[src/hdl/resize_scale_factor_calc_core_defines.svh]
// Assertion macros for the resize scale-step calculator.
// Each macro expects signals named clk and rst_n in the scope where it is used.
`ifndef RESIZE_SCALE_FACTOR_CALC_CORE_DEFINES_SVH
`define RESIZE_SCALE_FACTOR_CALC_CORE_DEFINES_SVH

`ifndef SYNTHESIS

// Same-cycle implication
`define RSFC_ASSERT_IMP(lbl, ante, cons) \
  lbl: assert property (@(posedge clk) disable iff (!rst_n) (ante) |-> (cons)) \
    else $error("rsfc assertion failed");

// Next-cycle implication
`define RSFC_ASSERT_NXT(lbl, ante, cons) \
  lbl: assert property (@(posedge clk) disable iff (!rst_n) (ante) |=> (cons)) \
    else $error("rsfc assertion failed");

`else

`define RSFC_ASSERT_IMP(lbl, ante, cons)
`define RSFC_ASSERT_NXT(lbl, ante, cons)

`endif

`endif

[src/hdl/rsfc_pkg.sv]
package rsfc_pkg;

  // Engine variant codes
  localparam logic [1:0] VAR_BASIC    = 2'd0;
  localparam logic [1:0] VAR_REPEAT   = 2'd1;
  localparam logic [1:0] VAR_PASSBAND = 2'd2;

  // 4.12 step constants
  localparam logic [11:0] FRAC_GRID    = 12'hff8;
  localparam logic [11:0] FRAC_HALF    = 12'h800;
  localparam logic [11:0] FRAC_QUARTER = 12'h400;
  localparam logic [11:0] FRAC_EIGHTH  = 12'h200;
  localparam logic [3:0]  MANT_MAX     = 4'd15;

  // Repeat counts for exact upscale by 2, 4 and 8
  localparam logic [2:0] REP_NONE = 3'd0;
  localparam logic [2:0] REP_X2   = 3'd1;
  localparam logic [2:0] REP_X4   = 3'd3;
  localparam logic [2:0] REP_X8   = 3'd7;

  // Passband: 64 * 4096 numerator base, 64 as the unity value
  localparam logic [20:0] PB_BASE  = 21'h040000;
  localparam logic [15:0] PB_UNITY = 16'd64;

  typedef struct packed {
    logic        vertical;
    logic [11:0] size_in;
    logic [11:0] dst_size;
    logic [11:0] dst_clip;
  } in_item_t;

  typedef struct packed {
    logic [31:0] scale_word;
    logic [31:0] clip_word;
    logic [31:0] passband_word;
    logic [12:0] source_extent;
  } out_item_t;

endpackage

[src/hdl/resize_scale_factor_calc_core.sv]
// Resize scale-step calculator. A request is taken on start while busy is low; busy then
// stays high until the result is out. The result appears on out_item for exactly one cycle
// with out_strobe high and cannot be held off, so the receiver must take it in that cycle.
// All work runs through one restoring divider that retires one quotient bit per cycle over
// a numerator of max(SIZE_BITS+12, 21) bits (24 at SIZE_BITS=12). Each division runs
// ST_SEL (setup), ST_DIV and ST_FIN (writeback); a skipped passband job adds an ST_SEL.
// A request needs one to three divisions (repeat check on upscales in the repeat variant,
// scale step unless the sizes are equal, passband on nonzero steps that are not upscales
// in the passband variant, source extent); busy drops in the strobe cycle. The variant
// register is written through cfg_we/cfg_wdata; the user must write it only while the
// block is idle, as the block itself does not enforce this.
`include "resize_scale_factor_calc_core_defines.svh"

module resize_scale_factor_calc_core #(
  parameter int SIZE_BITS = 12
) (
  input  logic               clk,
  input  logic               rst_n,
  input  logic               cfg_we,
  input  logic [1:0]         cfg_wdata,
  input  logic               start,
  output logic               busy,
  input  rsfc_pkg::in_item_t  in_item,
  output logic               out_strobe,
  output rsfc_pkg::out_item_t out_item
);
  import rsfc_pkg::*;

  localparam int NUM_W  = (SIZE_BITS + 12 > 21) ? SIZE_BITS + 12 : 21;
  localparam int DEN_W  = 16;
  localparam int MR_W   = NUM_W - 12;
  localparam int CNT_W  = $clog2(NUM_W);
  localparam logic [CNT_W-1:0] CNT_LAST = CNT_W'(NUM_W - 1);
  localparam logic [NUM_W-1:0] EXT_LIMIT = NUM_W'(1) << SIZE_BITS;

  // Sequencer states
  localparam logic [2:0] ST_IDLE = 3'd0;
  localparam logic [2:0] ST_SEL  = 3'd1;
  localparam logic [2:0] ST_DIV  = 3'd2;
  localparam logic [2:0] ST_FIN  = 3'd3;
  localparam logic [2:0] ST_DONE = 3'd4;

  // Division jobs
  localparam logic [1:0] OP_REP  = 2'd0;
  localparam logic [1:0] OP_MAIN = 2'd1;
  localparam logic [1:0] OP_PB   = 2'd2;
  localparam logic [1:0] OP_EXT  = 2'd3;

  logic [2:0]           state_r, state_nxt;
  logic [1:0]           variant_r, variant_nxt;
  logic [1:0]           op_r, op_nxt;
  logic [1:0]           nop_r, nop_nxt;
  logic                 high_r, high_nxt;
  logic                 up_r, up_nxt;
  logic [SIZE_BITS-1:0] si_r, si_nxt;
  logic [SIZE_BITS-1:0] so_r, so_nxt;
  logic [SIZE_BITS-1:0] co_r, co_nxt;
  logic [3:0]           mant_r, mant_nxt;
  logic [11:0]          frac_r, frac_nxt;
  logic [2:0]           rep_r, rep_nxt;
  logic [15:0]          pb_r, pb_nxt;
  logic [SIZE_BITS:0]   ext_r, ext_nxt;
  logic [NUM_W-1:0]     dq_r, dq_nxt;
  logic [DEN_W-1:0]     rem_r, rem_nxt;
  logic [DEN_W-1:0]     den_r, den_nxt;
  logic [CNT_W-1:0]     cnt_r, cnt_nxt;
  logic [31:0]          scale_img_r, scale_img_nxt;
  logic [31:0]          clip_img_r, clip_img_nxt;
  logic [31:0]          pb_img_r, pb_img_nxt;
  out_item_t            out_item_r, out_item_nxt;
  logic                 out_strobe_r, out_strobe_nxt;

  logic                 accept;
  logic [SIZE_BITS-1:0] in_si, in_so, in_co;
  logic [SIZE_BITS-1:0] si_dec;
  logic [2*SIZE_BITS-1:0] prod;
  logic [20:0]          pb_num;

  logic [DEN_W:0]       rem_sh;
  logic                 div_ge;
  logic [DEN_W:0]       rem_diff;

  logic [MR_W-1:0]      mant_raw;
  logic [11:0]          frac_raw;
  logic [11:0]          frac_grid;
  logic [12:0]          frac_inc;
  logic [MR_W:0]        mant_wide;
  logic [11:0]          frac_rnd;
  logic [3:0]           mant_fix;
  logic [11:0]          frac_fix;
  logic [2:0]           rep_dec;
  logic [SIZE_BITS:0]   ext_sum;
  logic [SIZE_BITS:0]   ext_calc;
  logic [15:0]          scale_half, clip_half;

  assign busy       = (state_r != ST_IDLE);
  assign accept     = start && !busy;
  assign out_strobe = out_strobe_r;
  assign out_item   = out_item_r;

  // Inputs cut to the configured size width
  assign in_si = in_item.size_in[SIZE_BITS-1:0];
  assign in_so = in_item.dst_size[SIZE_BITS-1:0];
  assign in_co = in_item.dst_clip[SIZE_BITS-1:0];

  assign si_dec = (si_r != '0) ? si_r - SIZE_BITS'(1) : '0;
  assign prod   = si_r * co_r;

  // Passband numerator scaled by 1, 2 or 4 with the mantissa
  always_comb begin
    if (mant_r[3]) begin
      pb_num = PB_BASE << 2;
    end else if (mant_r[2]) begin
      pb_num = PB_BASE << 1;
    end else begin
      pb_num = PB_BASE;
    end
  end

  // Restoring divider step: one quotient bit per cycle.
  // A zero divisor yields an all-ones quotient, which saturates the extent.
  assign rem_sh   = {rem_r, dq_r[NUM_W-1]};
  assign rem_diff = rem_sh - {1'b0, den_r};
  assign div_ge   = (rem_sh >= {1'b0, den_r});

  // Scale-step rounding on the grid of 8, then saturation
  assign mant_raw  = dq_r[NUM_W-1:12];
  assign frac_raw  = dq_r[11:0];
  assign frac_grid = {dq_r[11:3], 3'b000};
  assign frac_inc  = {1'b0, frac_grid} + 13'd8;

  always_comb begin
    mant_wide = {1'b0, mant_raw};
    frac_rnd  = frac_raw;
    if (frac_raw[2:0] != 3'b000) begin
      if (up_r) begin
        frac_rnd = (frac_grid >= 12'd8) ? frac_grid - 12'd8 : 12'd0;
      end else if (frac_inc[12]) begin
        frac_rnd  = 12'd0;
        mant_wide = mant_wide + (MR_W+1)'(1);
      end else begin
        frac_rnd = frac_inc[11:0];
      end
    end
    if (mant_wide[MR_W:4] != '0) begin
      mant_fix = MANT_MAX;
      frac_fix = FRAC_GRID;
    end else begin
      mant_fix = mant_wide[3:0];
      frac_fix = frac_rnd;
    end
  end

  // Exact-repeat detection on power-of-two fractions
  always_comb begin
    case (frac_grid)
      FRAC_HALF:    rep_dec = REP_X2;
      FRAC_QUARTER: rep_dec = REP_X4;
      FRAC_EIGHTH:  rep_dec = REP_X8;
      default:      rep_dec = REP_NONE;
    endcase
  end

  // Source extent: align up to four, saturate at the full size
  assign ext_sum = dq_r[SIZE_BITS:0] + (SIZE_BITS+1)'(3);
  always_comb begin
    if (dq_r > EXT_LIMIT) begin
      ext_calc = {1'b1, {SIZE_BITS{1'b0}}};
    end else begin
      ext_calc = {ext_sum[SIZE_BITS:2], 2'b00};
    end
  end

  assign scale_half = {mant_r, frac_r};
  assign clip_half  = {1'b0, rep_r, 12'(co_r)};

  // Sequencer
  always_comb begin
    state_nxt      = state_r;
    variant_nxt    = variant_r;
    op_nxt         = op_r;
    nop_nxt        = nop_r;
    high_nxt       = high_r;
    up_nxt         = up_r;
    si_nxt         = si_r;
    so_nxt         = so_r;
    co_nxt         = co_r;
    mant_nxt       = mant_r;
    frac_nxt       = frac_r;
    rep_nxt        = rep_r;
    pb_nxt         = pb_r;
    ext_nxt        = ext_r;
    dq_nxt         = dq_r;
    rem_nxt        = rem_r;
    den_nxt        = den_r;
    cnt_nxt        = cnt_r;
    scale_img_nxt  = scale_img_r;
    clip_img_nxt   = clip_img_r;
    pb_img_nxt     = pb_img_r;
    out_item_nxt   = out_item_r;
    out_strobe_nxt = 1'b0;

    if (cfg_we) begin
      variant_nxt = cfg_wdata;
    end

    case (state_r)
      ST_IDLE: begin
        if (accept) begin
          high_nxt = in_item.vertical;
          si_nxt   = in_si;
          so_nxt   = in_so;
          co_nxt   = in_co;
          up_nxt   = (in_so > in_si);
          rep_nxt  = REP_NONE;
          frac_nxt = 12'd0;
          mant_nxt = (in_co != in_so) ? 4'd1 : 4'd0;
          pb_nxt   = PB_UNITY;
          if (in_si == in_so) begin
            nop_nxt = OP_PB;
          end else if (variant_r == VAR_REPEAT && in_so > in_si) begin
            nop_nxt = OP_REP;
          end else begin
            nop_nxt = OP_MAIN;
          end
          state_nxt = ST_SEL;
        end
      end

      // Load the divider for the next job, or skip a passband job that does not apply
      ST_SEL: begin
        op_nxt    = nop_r;
        rem_nxt   = '0;
        cnt_nxt   = '0;
        state_nxt = ST_DIV;
        case (nop_r)
          OP_REP: begin
            dq_nxt  = NUM_W'({si_r, 12'h000});
            den_nxt = DEN_W'(so_r);
          end
          OP_MAIN: begin
            dq_nxt  = NUM_W'({si_dec, 12'h000});
            den_nxt = DEN_W'(so_r) + DEN_W'(1);
          end
          OP_PB: begin
            if (variant_r == VAR_PASSBAND && !up_r && {mant_r, frac_r} != 16'd0) begin
              dq_nxt  = NUM_W'(pb_num);
              den_nxt = {mant_r, frac_r};
            end else begin
              nop_nxt   = OP_EXT;
              state_nxt = ST_SEL;
            end
          end
          default: begin
            dq_nxt  = NUM_W'(prod);
            den_nxt = DEN_W'(so_r);
          end
        endcase
      end

      ST_DIV: begin
        dq_nxt  = {dq_r[NUM_W-2:0], div_ge};
        rem_nxt = div_ge ? rem_diff[DEN_W-1:0] : rem_sh[DEN_W-1:0];
        cnt_nxt = cnt_r + CNT_W'(1);
        if (cnt_r == CNT_LAST) begin
          state_nxt = ST_FIN;
        end
      end

      // Take the quotient of the finished job
      ST_FIN: begin
        state_nxt = ST_SEL;
        case (op_r)
          OP_REP: begin
            if (rep_dec != REP_NONE) begin
              mant_nxt = dq_r[15:12];
              frac_nxt = frac_grid;
              rep_nxt  = rep_dec;
              nop_nxt  = OP_PB;
            end else begin
              nop_nxt = OP_MAIN;
            end
          end
          OP_MAIN: begin
            mant_nxt = mant_fix;
            frac_nxt = frac_fix;
            nop_nxt  = OP_PB;
          end
          OP_PB: begin
            pb_nxt  = dq_r[15:0];
            nop_nxt = OP_EXT;
          end
          default: begin
            ext_nxt   = ext_calc;
            state_nxt = ST_DONE;
          end
        endcase
      end

      // Merge halves into the kept images and present the beat
      ST_DONE: begin
        if (high_r) begin
          scale_img_nxt = {scale_half, scale_img_r[15:0]};
          clip_img_nxt  = {clip_half, clip_img_r[15:0]};
          if (variant_r == VAR_PASSBAND) begin
            pb_img_nxt = {pb_r, pb_img_r[15:0]};
          end
        end else begin
          scale_img_nxt = {scale_img_r[31:16], scale_half};
          clip_img_nxt  = {clip_img_r[31:16], clip_half};
          if (variant_r == VAR_PASSBAND) begin
            pb_img_nxt = {pb_img_r[31:16], pb_r};
          end
        end
        out_item_nxt.scale_word    = scale_img_nxt;
        out_item_nxt.clip_word     = clip_img_nxt;
        out_item_nxt.passband_word = pb_img_nxt;
        out_item_nxt.source_extent = 13'(ext_r);
        out_strobe_nxt             = 1'b1;
        state_nxt                  = ST_IDLE;
      end

      default: begin
        state_nxt = ST_IDLE;
      end
    endcase
  end

  // Control and kept state
  always_ff @(posedge clk) begin
    if (!rst_n) begin
      state_r      <= ST_IDLE;
      variant_r    <= VAR_BASIC;
      out_strobe_r <= 1'b0;
      scale_img_r  <= '0;
      clip_img_r   <= '0;
      pb_img_r     <= '0;
    end else begin
      state_r      <= state_nxt;
      variant_r    <= variant_nxt;
      out_strobe_r <= out_strobe_nxt;
      scale_img_r  <= scale_img_nxt;
      clip_img_r   <= clip_img_nxt;
      pb_img_r     <= pb_img_nxt;
    end
  end

  // Datapath
  always_ff @(posedge clk) begin
    op_r       <= op_nxt;
    nop_r      <= nop_nxt;
    high_r     <= high_nxt;
    up_r       <= up_nxt;
    si_r       <= si_nxt;
    so_r       <= so_nxt;
    co_r       <= co_nxt;
    mant_r     <= mant_nxt;
    frac_r     <= frac_nxt;
    rep_r      <= rep_nxt;
    pb_r       <= pb_nxt;
    ext_r      <= ext_nxt;
    dq_r       <= dq_nxt;
    rem_r      <= rem_nxt;
    den_r      <= den_nxt;
    cnt_r      <= cnt_nxt;
    out_item_r <= out_item_nxt;
  end

  // Checks
  `RSFC_ASSERT_NXT(a_accept_busy, accept, busy)
  `RSFC_ASSERT_NXT(a_strobe_single, out_strobe_r, !out_strobe_r)
  `RSFC_ASSERT_NXT(a_done_strobe, state_r == ST_DONE, out_strobe_r && !busy)
  `RSFC_ASSERT_IMP(a_frac_grid, state_r == ST_DONE, frac_r[2:0] == 3'b000)
  `RSFC_ASSERT_IMP(a_ext_limit, state_r == ST_DONE, ext_r <= {1'b1, {SIZE_BITS{1'b0}}})

endmodule
[config.mk]
export PLATFORM = sky130hd
export DESIGN_NAME = resize_scale_factor_calc_core
export DESIGN_NICKNAME = d
export VERILOG_FILES = /design/src/hdl/rsfc_pkg.sv /design/src/hdl/resize_scale_factor_calc_core.sv
export VERILOG_INCLUDE_DIRS = /design/src /design/src/hdl
export SDC_FILE = /design/constraint.sdc
export NUM_CORES = 1
export LEC_CHECK = 0
export BUFFER_PORTS_ARGS = -buffer_cell sky130_fd_sc_hd__buf_2
export CELL_PAD_IN_SITES_DETAIL_PLACEMENT = 1
export CELL_PAD_IN_SITES_GLOBAL_PLACEMENT = 1
export CORE_MARGIN = 2
export CORE_UTILIZATION = 49
export CTS_CLUSTER_SIZE = 30
export DETAILED_ROUTE_END_ITERATION = 8
export PLACE_DENSITY = 0.92
export SETUP_SLACK_MARGIN = 0.2
export SYNTH_ARGS = -nofsm -noshare
export SYNTH_HDL_FRONTEND = slang
export SYNTH_SLANG_ARGS = --single-unit
[constraint.sdc]
create_clock -name clk -period 7.9 [get_ports clk]
set_input_delay 1.58 -clock clk [delete_from_list [all_inputs] [get_ports clk]]
set_output_delay 1.58 -clock clk [all_outputs]
set_load 0.02 [all_outputs]
* Word-level counts from Yosys, hierarchy flattened
Index checks and enable logic that the tools add are counted.
Storage, ports and cells: register bits 362, bits of input ports 43, output and inout bits 111, word-level logic and storage cells 154
Operators by class: $add $sub $neg 8, $mul 1, magnitude comparators 4, equality and inequality tests 28, muxes and demuxes 57, bitwise gates (word level) 1, reduce and logical (&&, ||, !) cells 28
Operators with widths (number):
- 2-to-1 mux 32 bit | 4
- 2-to-1 mux 12 bit | 8
- case mux 16 bit (2 select lines) | 3
- 2-to-1 mux 16 bit | 5
- case mux 24 bit (3 select lines) | 1
- case mux 12 bit (2 select lines) | 2
- case mux 24 bit (2 select lines) | 1
- 2-to-1 mux 13 bit | 3
- adder 12 x 1 -> 13 bit (second input constant) | 2
- greater-than comparator 24 x 13 -> 1 bit (second input constant) | 1
- multiplier 12 x 12 -> 24 bit | 1
- 2-to-1 mux 24 bit | 1
- 2-to-1 mux 21 bit | 1
- 2-to-1 mux 20 bit | 1
- 2-to-1 mux 3 bit | 6
- >= comparator 17 x 16 -> 1 bit | 1
- case mux 4 bit (2 select lines) | 2
- nonzero test 16 bit | 1
- subtractor 16 bit | 1
- 2-to-1 mux 2 bit | 7
- != test 2 bit (second input constant) | 7
- adder 12 x 4 -> 13 bit (second input constant) | 1
- adder 13 x 2 -> 13 bit (second input constant) | 1
- == test 12 bit | 1
- 40 further kinds | 65

* Longest topological paths before layout
Gate-level depths: netlist of the first run.
depth after elaboration 8, gate-level depth with buffers 22, gate-level depth less buffers 20

* Worst setup path before layout of the first run
No wires, ideal clock.
path type register to register, from reg si_r[3], to reg dq_r[22], data pin, library setup time 269 ps, arrival time 5224 ps, data required time 7631 ps, slack 2406 ps, stages on the path, launching flop included 19, path buffers 2, clock period less this slack 5494 ps, cell sequence edfxtp_1 > clkbuf_1 > clkbuf_1 > and2_1 > fa_1 > fa_1 > fa_1 > fa_1 > inv_1 > fa_1 > inv_1 > ha_1 > a21oi_1 > nor3b_1 > a211oi_1 > a311oi_1 > a21oi_1 > mux2i_1 > nand4_1
On the way: word-level cells in the longest chain between the ends 4
RTL lines:
- start: declaration | RTL line resize_scale_factor_calc_core.sv:55 | logic [SIZE_BITS-1:0] si_r, si_nxt;
- start signal: assignment | RTL line resize_scale_factor_calc_core.sv:354 | si_r <= si_nxt;
- parallel branches: the longest is 2 deep, another holds multiplier 12 x 12 -> 24 bit
- case mux 24 bit (3 select lines) * | RTL line resize_scale_factor_calc_core.sv:236 | case (nop_r)
- case mux 24 bit (2 select lines) * | RTL line resize_scale_factor_calc_core.sv:207 | case (state_r)
- net dq_nxt[22] | RTL line resize_scale_factor_calc_core.sv:63 | logic [NUM_W-1:0] dq_r, dq_nxt;
- end signal: assignment | RTL line resize_scale_factor_calc_core.sv:362 | dq_r <= dq_nxt;
- end: declaration | RTL line resize_scale_factor_calc_core.sv:63
Mark *: on every way through the listed nets, which the timed path passes. A chain may end at the register's enable or synchronous reset.

* Worst setup path after layout of the first run
from reg si_r[5], to reg dq_r[18], data pin
Same word-level chain as after synthesis.

==> impl_metrics.tcl, run 1 <==
set metrics [dict create \
    vias_per_cell 5.88 \
    final_antenna_net_count 0 \
    n_antenna_cell 0 \
    irDropWorstVdd_uv 321 \
    hold_ws_ns 0.428 \
    netlist_top_cells_count "edfxtp_1, nand2_1, inv_1, ha_1, nor2b_1" \
    min_from "ext_r[12]" \
    routedWlPerCell_um 24.0 \
    core_area_mm2 0.0433 \
    yosysTopAreaCell "edfxtp_1" \
    status "finished, final reports clean" \
    clkTransAtPathRegs_ns 0.06 \
    num_rows 76 \
    track_usage_pct 28.2 \
    cts_resized 0 \
    synth.yosys.warnings 0 \
    first_pass_iters 5 \
    clock-root-buffer "clkbuf_16" \
    area_growth_pct 11.3 \
    p_switching_mw 4.01 \
    drc 0 \
    worst_slew_pin_slew_ns 1.23 \
    clockPowerShare_pct 19.2 \
    worstPathRequired_ns 8.29 \
    drive_above_1_share_pct 15.6 \
    post_cts_buffers 0 \
    globalplace.congestion 0.918 \
    synth_ff_type "edfxtp_1" \
    route.vias.total 15900 \
    pre_cts_ws_ns 1.79 \
    power.internal_mw 5.16 \
    total_power_mw 9.17 \
    path_common_cell "fa_1" \
    routed_wl_um 65000 \
    crit_type "reg -> reg" \
    syn_avg_cell_area_um2 10.8 \
    antenna_found_initial 0 \
    switching_share_pct 43.7 \
    hold_viol 0 \
    synth_top_area_share_pct 35.6 \
    maxSlewViolCount 0 \
    first_global_vias 17500 \
    die_x_um 214 \
    cts_tree "done" \
    cp_cell_sequence "nand2_1 > fa_1 > fa_1 > fa_1 > inv_1 > fa_1 > inv_1 > fa_1 > inv_1 > ha_1 > nor3_1 > nor2_1 > nor3b_1 > a211oi_1 > a311oi_1 > xnor2_1 > a22o_1 > a21oi_1" \
    hpwl_um 46500 \
    fmax_mhz 162 \
    cts_hold_buf 0 \
    initial_core_util_pct 49.9 \
    slowest_delay_ns 0.71 \
    cts_made_buffers 38 \
    clock_skew_ns 0.0243 \
    period_minus_slack_ns 6.18 \
    hold_class "reg -> reg" \
    synth.cell_area_mm2 0.0216 \
    port-buffer-count 151 \
    final_cells 2710 \
    clkSinkCount 358 \
    timing.final.ws_setup_ns 1.72 \
    seqPwrFrac_pct 28.3 \
    ys_types 70 \
    critPathLaunchType "flip-flop" \
    rsz0062_at_grt "no" \
    fin_crit_sh_pct 78.2 \
    async_flop_share_pct 0 \
    final.setup.tns_ns 0 \
    grt_max_degree 178 \
    netlist_instances 1992 \
    ys_seq_area_share_pct 45.1 \
    clock_latency_ns 0.57 \
    arrival_ns 6.57 \
    die_h_um 214 \
    finalNetCount 2350 \
    p_per_area_mw_per_mm2 382 \
    drt_iter0_drc 1461 \
    htree_num_levels 2 \
    synth_enable_flop_cells 256 \
    dieArea_mm2 0.0458 \
    power_frac_comb_pct 52.5 \
    pin_count 154 \
    reg2reg_from "si_r[5]" \
    leakage_nw 9.61 \
    synth_seq_cells 358 \
    synth_area_leaders "edfxtp_1, dfxtp_1, fa_1, ha_1, mux2_2" \
    final-setup-viol-count 0 \
    relSlewSlack_pct 18.0 \
    startpoint "si_r[5]" \
    synth_most_common_cell "edfxtp_1" \
    dp_cells 2643 \
    grt_pass1_wl_um 101000 \
    grt_overflow_total 0 \
    cp-end-kind "flip-flop" \
    drv_cap 0 \
    crit_slowest_cell "edfxtp_1" \
    path_max_fanout 16 \
    clock_path_buffers 3 \
]
==> final timing paths <==
check,to,slack [ns],depth (start not counted)
max,dq_r[18],1.72,18
min,out_item[12],0.43,0
max reg2reg,dq_r[18],1.72,18
min reg2reg,out_item[12],0.43,0
==> metrics by stage <==
| stage | util (%) | instance area, um2 |
|---|---|---|
| after floorplan | - | 21600 |
| after global placement | 52.7 | 22800 |
| after detailed placement | 52.7 | 22800 |
| after CTS | 55.5 | 24000 |
| after global routing | 55.5 | 24000 |
| final | 55.5 | 24000 |
==> cell families (layout without fill, tap and decap cells) <==
kind of cell	after synthesis	after routing	share of synthesized area, %
buffers and inverters	290	419	5.18
multiplexers	197	197	9.68
AND/OR/NAND/NOR	612	612	14.4
adder cells (fa/ha/maj)	209	209	15.6
flip-flops	358	358	45.1
AO/OA/AOI/OAI	274	274	7.93
other	1	5	0.0174
XOR/XNOR	51	51	2.07
==> worst max-delay path, delay by kind of cell (launching register included) <==
kind | cells | cell delay [ns]
buffers and inverters | 3 | 0.16
xor gates and xnor gates | 1 | 0.13
AOI/OAI and AO/OA | 4 | 1.24
and+or+nand+nor | 4 | 0.75
DFF | 1 | 0.71
adders and majority gates | 6 | 3.02
==> layout make-up <==
class	count	area (um2)
Fill cell	4682	19200
Multi-Input combinational cell	1348	10800
Sequential cell	358	9730
Clock buffer	59	1120
Timing Repair Buffer	166	881
Tap cell	585	732
Inverter	186	698
Clock inverter	8	92.6
==> cell usage in the layout (no fill, tap or decap), types with 29 or more instances in the layout <==
cell       instances
edfxtp_1         256
nand3_1           32
buf_2            151
nor3_1            29
inv_1            186
nor2_1            85
and2_1            69
mux2i_1          102
nand2_1          189
mux2_2            95
a21oi_1           79
ha_1             108
o21ai_0           70
fa_1             101
dfxtp_1          102
clkbuf_16         38
nor2b_1          104
==> sequential cells by signal, indices dropped and copies added, names as in the netlist, 11 cells and up <==
signal,cells
pb_img_r,32
co_r,12
frac_r,12
ext_r,11
so_r,12
den_r,16
pb_r,16
si_r,12
scale_img_r,32
rem_r,16
clip_img_r,32
dq_r,24
out_item,107
==> per-layer routing <==
metal / track usage [%] / up-vias / wire, um
met5: 0 / - / 0
li1: - / 7085 / -
met1: 34.2 / 8074 / 25400
met2: 49.6 / 591 / 32900
met4: 12.4 / 0 / 3050
met3: 4.29 / 198 / 3610
==> power groups by stage <==
| stage | logic, mW | clock network [mW] | registers (mW) |
|---|---|---|---|
| floorplan | 3.52 | 0 | 2.42 |
| global placement | 4.42 | 0 | 2.60 |
| detailed placement | 4.66 | 0 | 2.61 |
| CTS | 4.77 | 1.78 | 2.58 |
| global route | 5.38 | 1.85 | 2.61 |
| finish | 4.81 | 1.76 | 2.60 |
(Power assumes the default switching activity.)
==> inputs of run 2 (changes only) <==
==> constraint.sdc (replaced) <==
create_clock -name clk -period 5.7 [get_ports clk]
set_input_delay 1.14 -clock clk [delete_from_list [all_inputs] [get_ports clk]]
set_output_delay 1.14 -clock clk [all_outputs]
set_load 0.02 [all_outputs]
==> impl_metrics.tcl, run 2 (synthesized netlist as in run 1, its figures left out) <==
set metrics [dict create \
    status "finished, final reports clean" \
    antenna_found_initial 3 \
    clkSinkCount 358 \
    port-buffer-count 151 \
    final_cell_mix "edfxtp_1, nand2_1, inv_1, buf_2, nor2b_1" \
    grt_pass1_wl_um 106000 \
    cts_tree "done" \
    final-setup-viol-count 0 \
    relSlewSlack_pct 23.0 \
    first_pass_iters 5 \
    path_common_cell "fa_1" \
    largest_register_ffs 107 \
    grt_use_met1_pct 34.5 \
    cts_hold_buf 0 \
    die_x_um 214 \
    num_rows 76 \
    clock_latency_ns 0.57 \
    worstPathRequired_ns 6.00 \
    path_max_fanout 6 \
    fmax_mhz 176 \
    track_usage_pct 29.7 \
    maxSlewViolCount 0 \
    hold_class "reg -> reg" \
    clock_skew_ns 0.0208 \
    arrival_ns 5.98 \
    clkTransAtPathRegs_ns 0.06 \
    leakage_nw 10.2 \
    fin_crit_sh_pct 99.7 \
    critPathBufInv 6 \
    initial_core_util_pct 49.9 \
    clock-root-buffer "clkbuf_16" \
    startpoint "si_r[5]" \
    hold_viol 0 \
    cp_cell_sequence "buf_6 > buf_4 > nand2_1 > fa_1 > fa_2 > inv_1 > fa_1 > fa_1 > inv_1 > fa_1 > inv_2 > ha_4 > nor3_1 > nor2_1 > nor3b_2 > a211oi_2 > a311oi_1 > buf_4 > a21oi_2 > mux2i_1 > nand4_1" \
    reg2reg_from "si_r[5]" \
    irDropWorstVdd_uv 613 \
    routed_wl_um 72000 \
    crit_type "reg -> reg" \
    pin_count 154 \
    area_growth_pct 16.8 \
    grtUsageMet3_pct 4.93 \
    worst_slew_pin_slew_ns 1.15 \
    routedWlPerCell_um 25.6 \
    grt_max_degree 139 \
    grt_overflow_total 0 \
    clock_path_buffers 3 \
    p_per_area_mw_per_mm2 611 \
    drt_iter0_drc 1655 \
    final.setup.tns_ns 0 \
    total_power_mw 15.4 \
    dieArea_mm2 0.0458 \
    globalplace.congestion 0.911 \
    layout_commonest_cell "edfxtp_1" \
    min_from "ext_r[10]" \
    rsz0062_at_grt "yes" \
    cts_made_buffers 40 \
    drv_cap 0 \
    critPathLaunchType "flip-flop" \
    drc 0 \
    slowest_delay_ns 0.54 \
    period_minus_slack_ns 5.68 \
    cp-end-kind "flip-flop" \
    top_usage_layer "met2" \
    hpwl_um 48400 \
    grt_util_met2_pct 53.2 \
    core_area_mm2 0.0433 \
    drive_above_1_share_pct 21.3 \
    path_delay_family "adder cells" \
    htree_num_levels 2 \
    final_antenna_net_count 0 \
    die_h_um 214 \
    finalNetCount 2443 \
    crit_slowest_cell "fa_1" \
    route.vias.total 16900 \
    vias_per_cell 6.00 \
    first_global_vias 18300 \
]
## run 2: final timing paths
path	slack, ns	to	cells after the start
worst min register to register	0.42	out_item[10]	0
worst max register to register	0.02	dq_r[22]	21
worst min-delay path	0.42	out_item[10]	0
worst max-delay path	0.02	dq_r[22]	21
## run 2: timing repair
| action | CTS | global route |
|---|---|---|
| setup endpoints to repair | 7 | 11 |
| buffers inserted | 30 | 28 |
| pin swaps | 5 | 50 |
| gates resized for setup | 13 | 58 |
## run 2: worst reg2reg max path, cell delays in order, from the launching register on
cell and delay (ns):
edfxtp_1 0.52, buf_6 0.18, buf_4 0.13, nand2_1 0.07
fa_1 0.49, fa_2 0.42, inv_1 0.11, fa_1 0.49
fa_1 0.51, inv_1 0.05, fa_1 0.54, inv_2 0.07
ha_4 0.25, nor3_1 0.21, nor2_1 0.11, nor3b_2 0.23
a211oi_2 0.08, a311oi_1 0.40, buf_4 0.22, a21oi_2 0.07
mux2i_1 0.19, nand4_1 0.11
## run 2: power breakdown
group	switching (mW)	total (mW)	leakage, nW	internal, mW
clock	1.14	2.83	0.685	1.69
combinational	5.21	9.04	6.31	3.83
sequential	0.367	3.53	3.20	3.17
total	6.72	15.4	10.2	8.69
## run 2: routing by layer
metal  share of wire (%)  up-vias
li1                    -     7296
met1                  37     8470
met2                  51      808
met3                 6.0      287
met4                 5.8        2
met5               0.018        -
## run 2: final cells by class
| class | count | area (um2) |
|---|---|---|
| Clock buffer | 58 | 1150 |
| Antenna cell | 2 | 5.00 |
| Timing Repair Buffer | 257 | 1610 |
| Multi-Input combinational cell | 1348 | 11000 |
| Inverter | 186 | 698 |
| Tap cell | 585 | 732 |
| Fill cell | 4591 | 18100 |
| Sequential cell | 358 | 9730 |
| Clock inverter | 16 | 259 |
## run 2: per-stage QoR
step / setup slack [ns] / util, % / hold WS, ns / instance area [um2] / cells
6_report: 0.0168 / 58.3 / 0.421 / 25200 / 2810
5_1_grt: -0.178 / 58.3 / 0.436 / 25200 / 2809
2_1_floorplan: 0.206 / - / 0.400 / 21600 / 1996
3_5_place_dp: 0.0537 / 53.3 / 0.408 / 23100 / 2676
3_3_place_gp: 0.232 / 53.3 / 0.405 / 23100 / 2676
4_1_cts: 0.167 / 57.2 / 0.424 / 24800 / 2780
==> inputs of run 3 (changes only) <==
--- a/config.mk
+++ b/config.mk
@@ -9,6 +9,7 @@
 export BUFFER_PORTS_ARGS = -buffer_cell sky130_fd_sc_hd__buf_2
 export CELL_PAD_IN_SITES_DETAIL_PLACEMENT = 1
 export CELL_PAD_IN_SITES_GLOBAL_PLACEMENT = 1
+export CORE_ASPECT_RATIO = 1.4
 export CORE_MARGIN = 2
 export CORE_UTILIZATION = 49
 export CTS_CLUSTER_SIZE = 30
==> constraint.sdc (replaced) <==
create_clock -name clk -period 5.7 [get_ports clk]
set_input_delay 1.14 -clock clk [delete_from_list [all_inputs] [get_ports clk]]
set_output_delay 1.14 -clock clk [all_outputs]
set_load 0.01 [all_outputs]
==> impl_metrics.tcl, run 3 (synthesized netlist as in run 1, its figures left out) <==
set metrics [dict create \
    largest_register_ffs 107 \
    crit_slowest_cell "fa_1" \
    period_minus_slack_ns 5.76 \
    clkTransAtPathRegs_ns 0.08 \
    path_max_fanout 10 \
    clockPowerShare_pct 16.3 \
    grt_max_degree 159 \
    die_x_um 181 \
    final-setup-viol-count 1 \
    hpwl_um 50000 \
    p_per_area_mw_per_mm2 632 \
    area_growth_pct 15.9 \
    dp_cells 2645 \
    fin_crit_sh_pct 101 \
    r2r_cells 21 \
    fillers 4567 \
    p_switching_mw 7.13 \
    initial_core_util_pct 49.3 \
    power.internal_mw 8.68 \
    hold_viol 0 \
    reg2reg_from "si_r[2]" \
    final_cell_mix "edfxtp_1, nand2_1, inv_1, buf_2, nor2b_1" \
    maxSlewViolCount 0 \
    rsz0062_at_grt "yes" \
    cp-end-kind "flip-flop" \
    status "finished with violations" \
    grt_overflow_total 0 \
    clock-root-buffer "clkbuf_16" \
    switching_share_pct 45.1 \
    hold_class "reg -> reg" \
    power_frac_comb_pct 61.2 \
    routed_wl_um 80800 \
    vias_per_cell 6.37 \
    route.vias.total 17600 \
    arrival_ns 6.02 \
    clock_skew_ns 0.0520 \
    num_rows 91 \
    clock_path_buffers 3 \
    startpoint "si_r[2]" \
    antenna_found_initial 5 \
    pre_cts_ws_ns -0.0836 \
    die_h_um 252 \
    drt_iter0_drc 1611 \
    grt_pass1_wl_um 114000 \
    finalNetCount 2432 \
    first_global_vias 18600 \
    relSlewSlack_pct 18.2 \
    irDropWorstVdd_uv 594 \
    globalplace.congestion 0.908 \
    htree_num_levels 2 \
    routedWlPerCell_um 29.2 \
    leakage_nw 10.1 \
    cts_made_buffers 37 \
    worstPathRequired_ns 5.96 \
    final_antenna_net_count 0 \
    cp_cell_sequence "buf_4 > buf_4 > buf_4 > nand2_1 > fa_1 > inv_1 > ha_1 > fa_1 > ha_1 > inv_1 > fa_1 > inv_2 > ha_4 > a21oi_2 > nor2b_1 > a311o_1 > o31a_1 > o21a_1 > or3_1 > a31oi_1 > a21oi_1" \
    clock_latency_ns 0.60 \
    drv_cap 0 \
    pin_count 154 \
    seqPwrFrac_pct 22.4 \
    cts_tree "done" \
    critPathLaunchType "flip-flop" \
    first_pass_iters 5 \
    drive_above_1_share_pct 21.8 \
    worst_slew_pin_slew_ns 1.22 \
    port-buffer-count 151 \
    min_from "ext_r[4]" \
    layout_commonest_cell "edfxtp_1" \
    core_area_mm2 0.0438 \
    whs_path_depth 0 \
    crit_type "reg -> reg" \
    violations "setup timing" \
    fmax_mhz 173 \
    track_usage_pct 32.9 \
    drc 0 \
    slowest_delay_ns 0.62 \
    final_cells 2770 \
    clkSinkCount 358 \
    timing.final.ws_setup_ns -0.0637 \
    dieArea_mm2 0.0458 \
]
[run 3: changes by cell type in the layout (fill, tap and decap cells not counted), sizes merged]
cell,before,now
buf,257,249
bufinv,6,3
clkbuf,58,55
clkinv,8,6
clkinvlp,1,0
diode,2,3
inv,187,190
[run 3: cell type report]
| type | instances | area, um2 | share of cell area, % |
|---|---|---|---|
| inverter | 186 | 698 | 2.79 |
| tap | 558 | 698 | 2.79 |
| clock buffer | 55 | 1050 | 4.21 |
| sequential | 358 | 9730 | 38.9 |
| multi-input combinational | 1348 | 11100 | 44.3 |
| timing repair buffer | 249 | 1590 | 6.33 |
| antenna | 3 | 7.51 | 0.0300 |
| clock inverter | 13 | 169 | 0.675 |
[run 3: worst paths after layout]
check,to,slack (ns)
worst max-delay path,dq_r[15],-0.06
worst min-delay path,out_item[4],0.42
worst max register to register,dq_r[15],-0.06
worst min register to register,out_item[4],0.42
[run 3: through the flow]
step	power (mW)	hold slack, ns	cell area [um2]	TNS, ns	util (%)
after floorplan	8.23	0.400	21600	0	-
after global placement	9.85	0.408	23000	0	52.5
after detailed placement	10.3	0.415	23000	-0.346	52.5
after CTS	13.6	0.421	24500	0	56.0
after global routing	16.4	0.425	25000	-0.302	57.1
final	15.8	0.421	25000	-0.0637	57.1
[run 3: power by group through the flow]
| stage | clock network (mW) | registers [mW] | logic (mW) |
|---|---|---|---|
| global route | 2.65 | 3.55 | 10.2 |
| floorplan | 0 | 3.34 | 4.88 |
| global placement | 0 | 3.55 | 6.30 |
| CTS | 2.55 | 3.51 | 7.49 |
| detailed placement | 0 | 3.57 | 6.71 |
| finish | 2.58 | 3.55 | 9.69 |
[run 3: critical path: cells and delay by family (launching register included)]
| family | cells | cell delay (ns) |
|---|---|---|
| adder cells (fa/ha/maj) | 6 | 2.39 |
| AO/OA/AOI/OAI | 6 | 1.44 |
| buffers and inverters | 6 | 0.66 |
| AND/OR/NAND/NOR | 3 | 0.54 |
| flip-flops | 1 | 0.38 |
[run 3: repair_timing]
| action | CTS | global route |
|---|---|---|
| setup buffers | 25 | 29 |
| endpoints found under the setup margin | 10 | 9 |
| gates resized for setup | 21 | 71 |
| hold buffers | 0 | 0 |
| pin swaps | 10 | 68 |
[run 3: layer usage]
| layer | track usage, % | up-vias | part of all wire, % |
|---|---|---|---|
| met3 | 5.39 | 467 | 6.5 |
| li1 | - | 7272 | - |
| met4 | 24.6 | 6 | 9.4 |
| met2 | 59.0 | 1106 | 51 |
| met5 | 0 | - | 0.049 |
| met1 | 34.6 | 8796 | 33 |
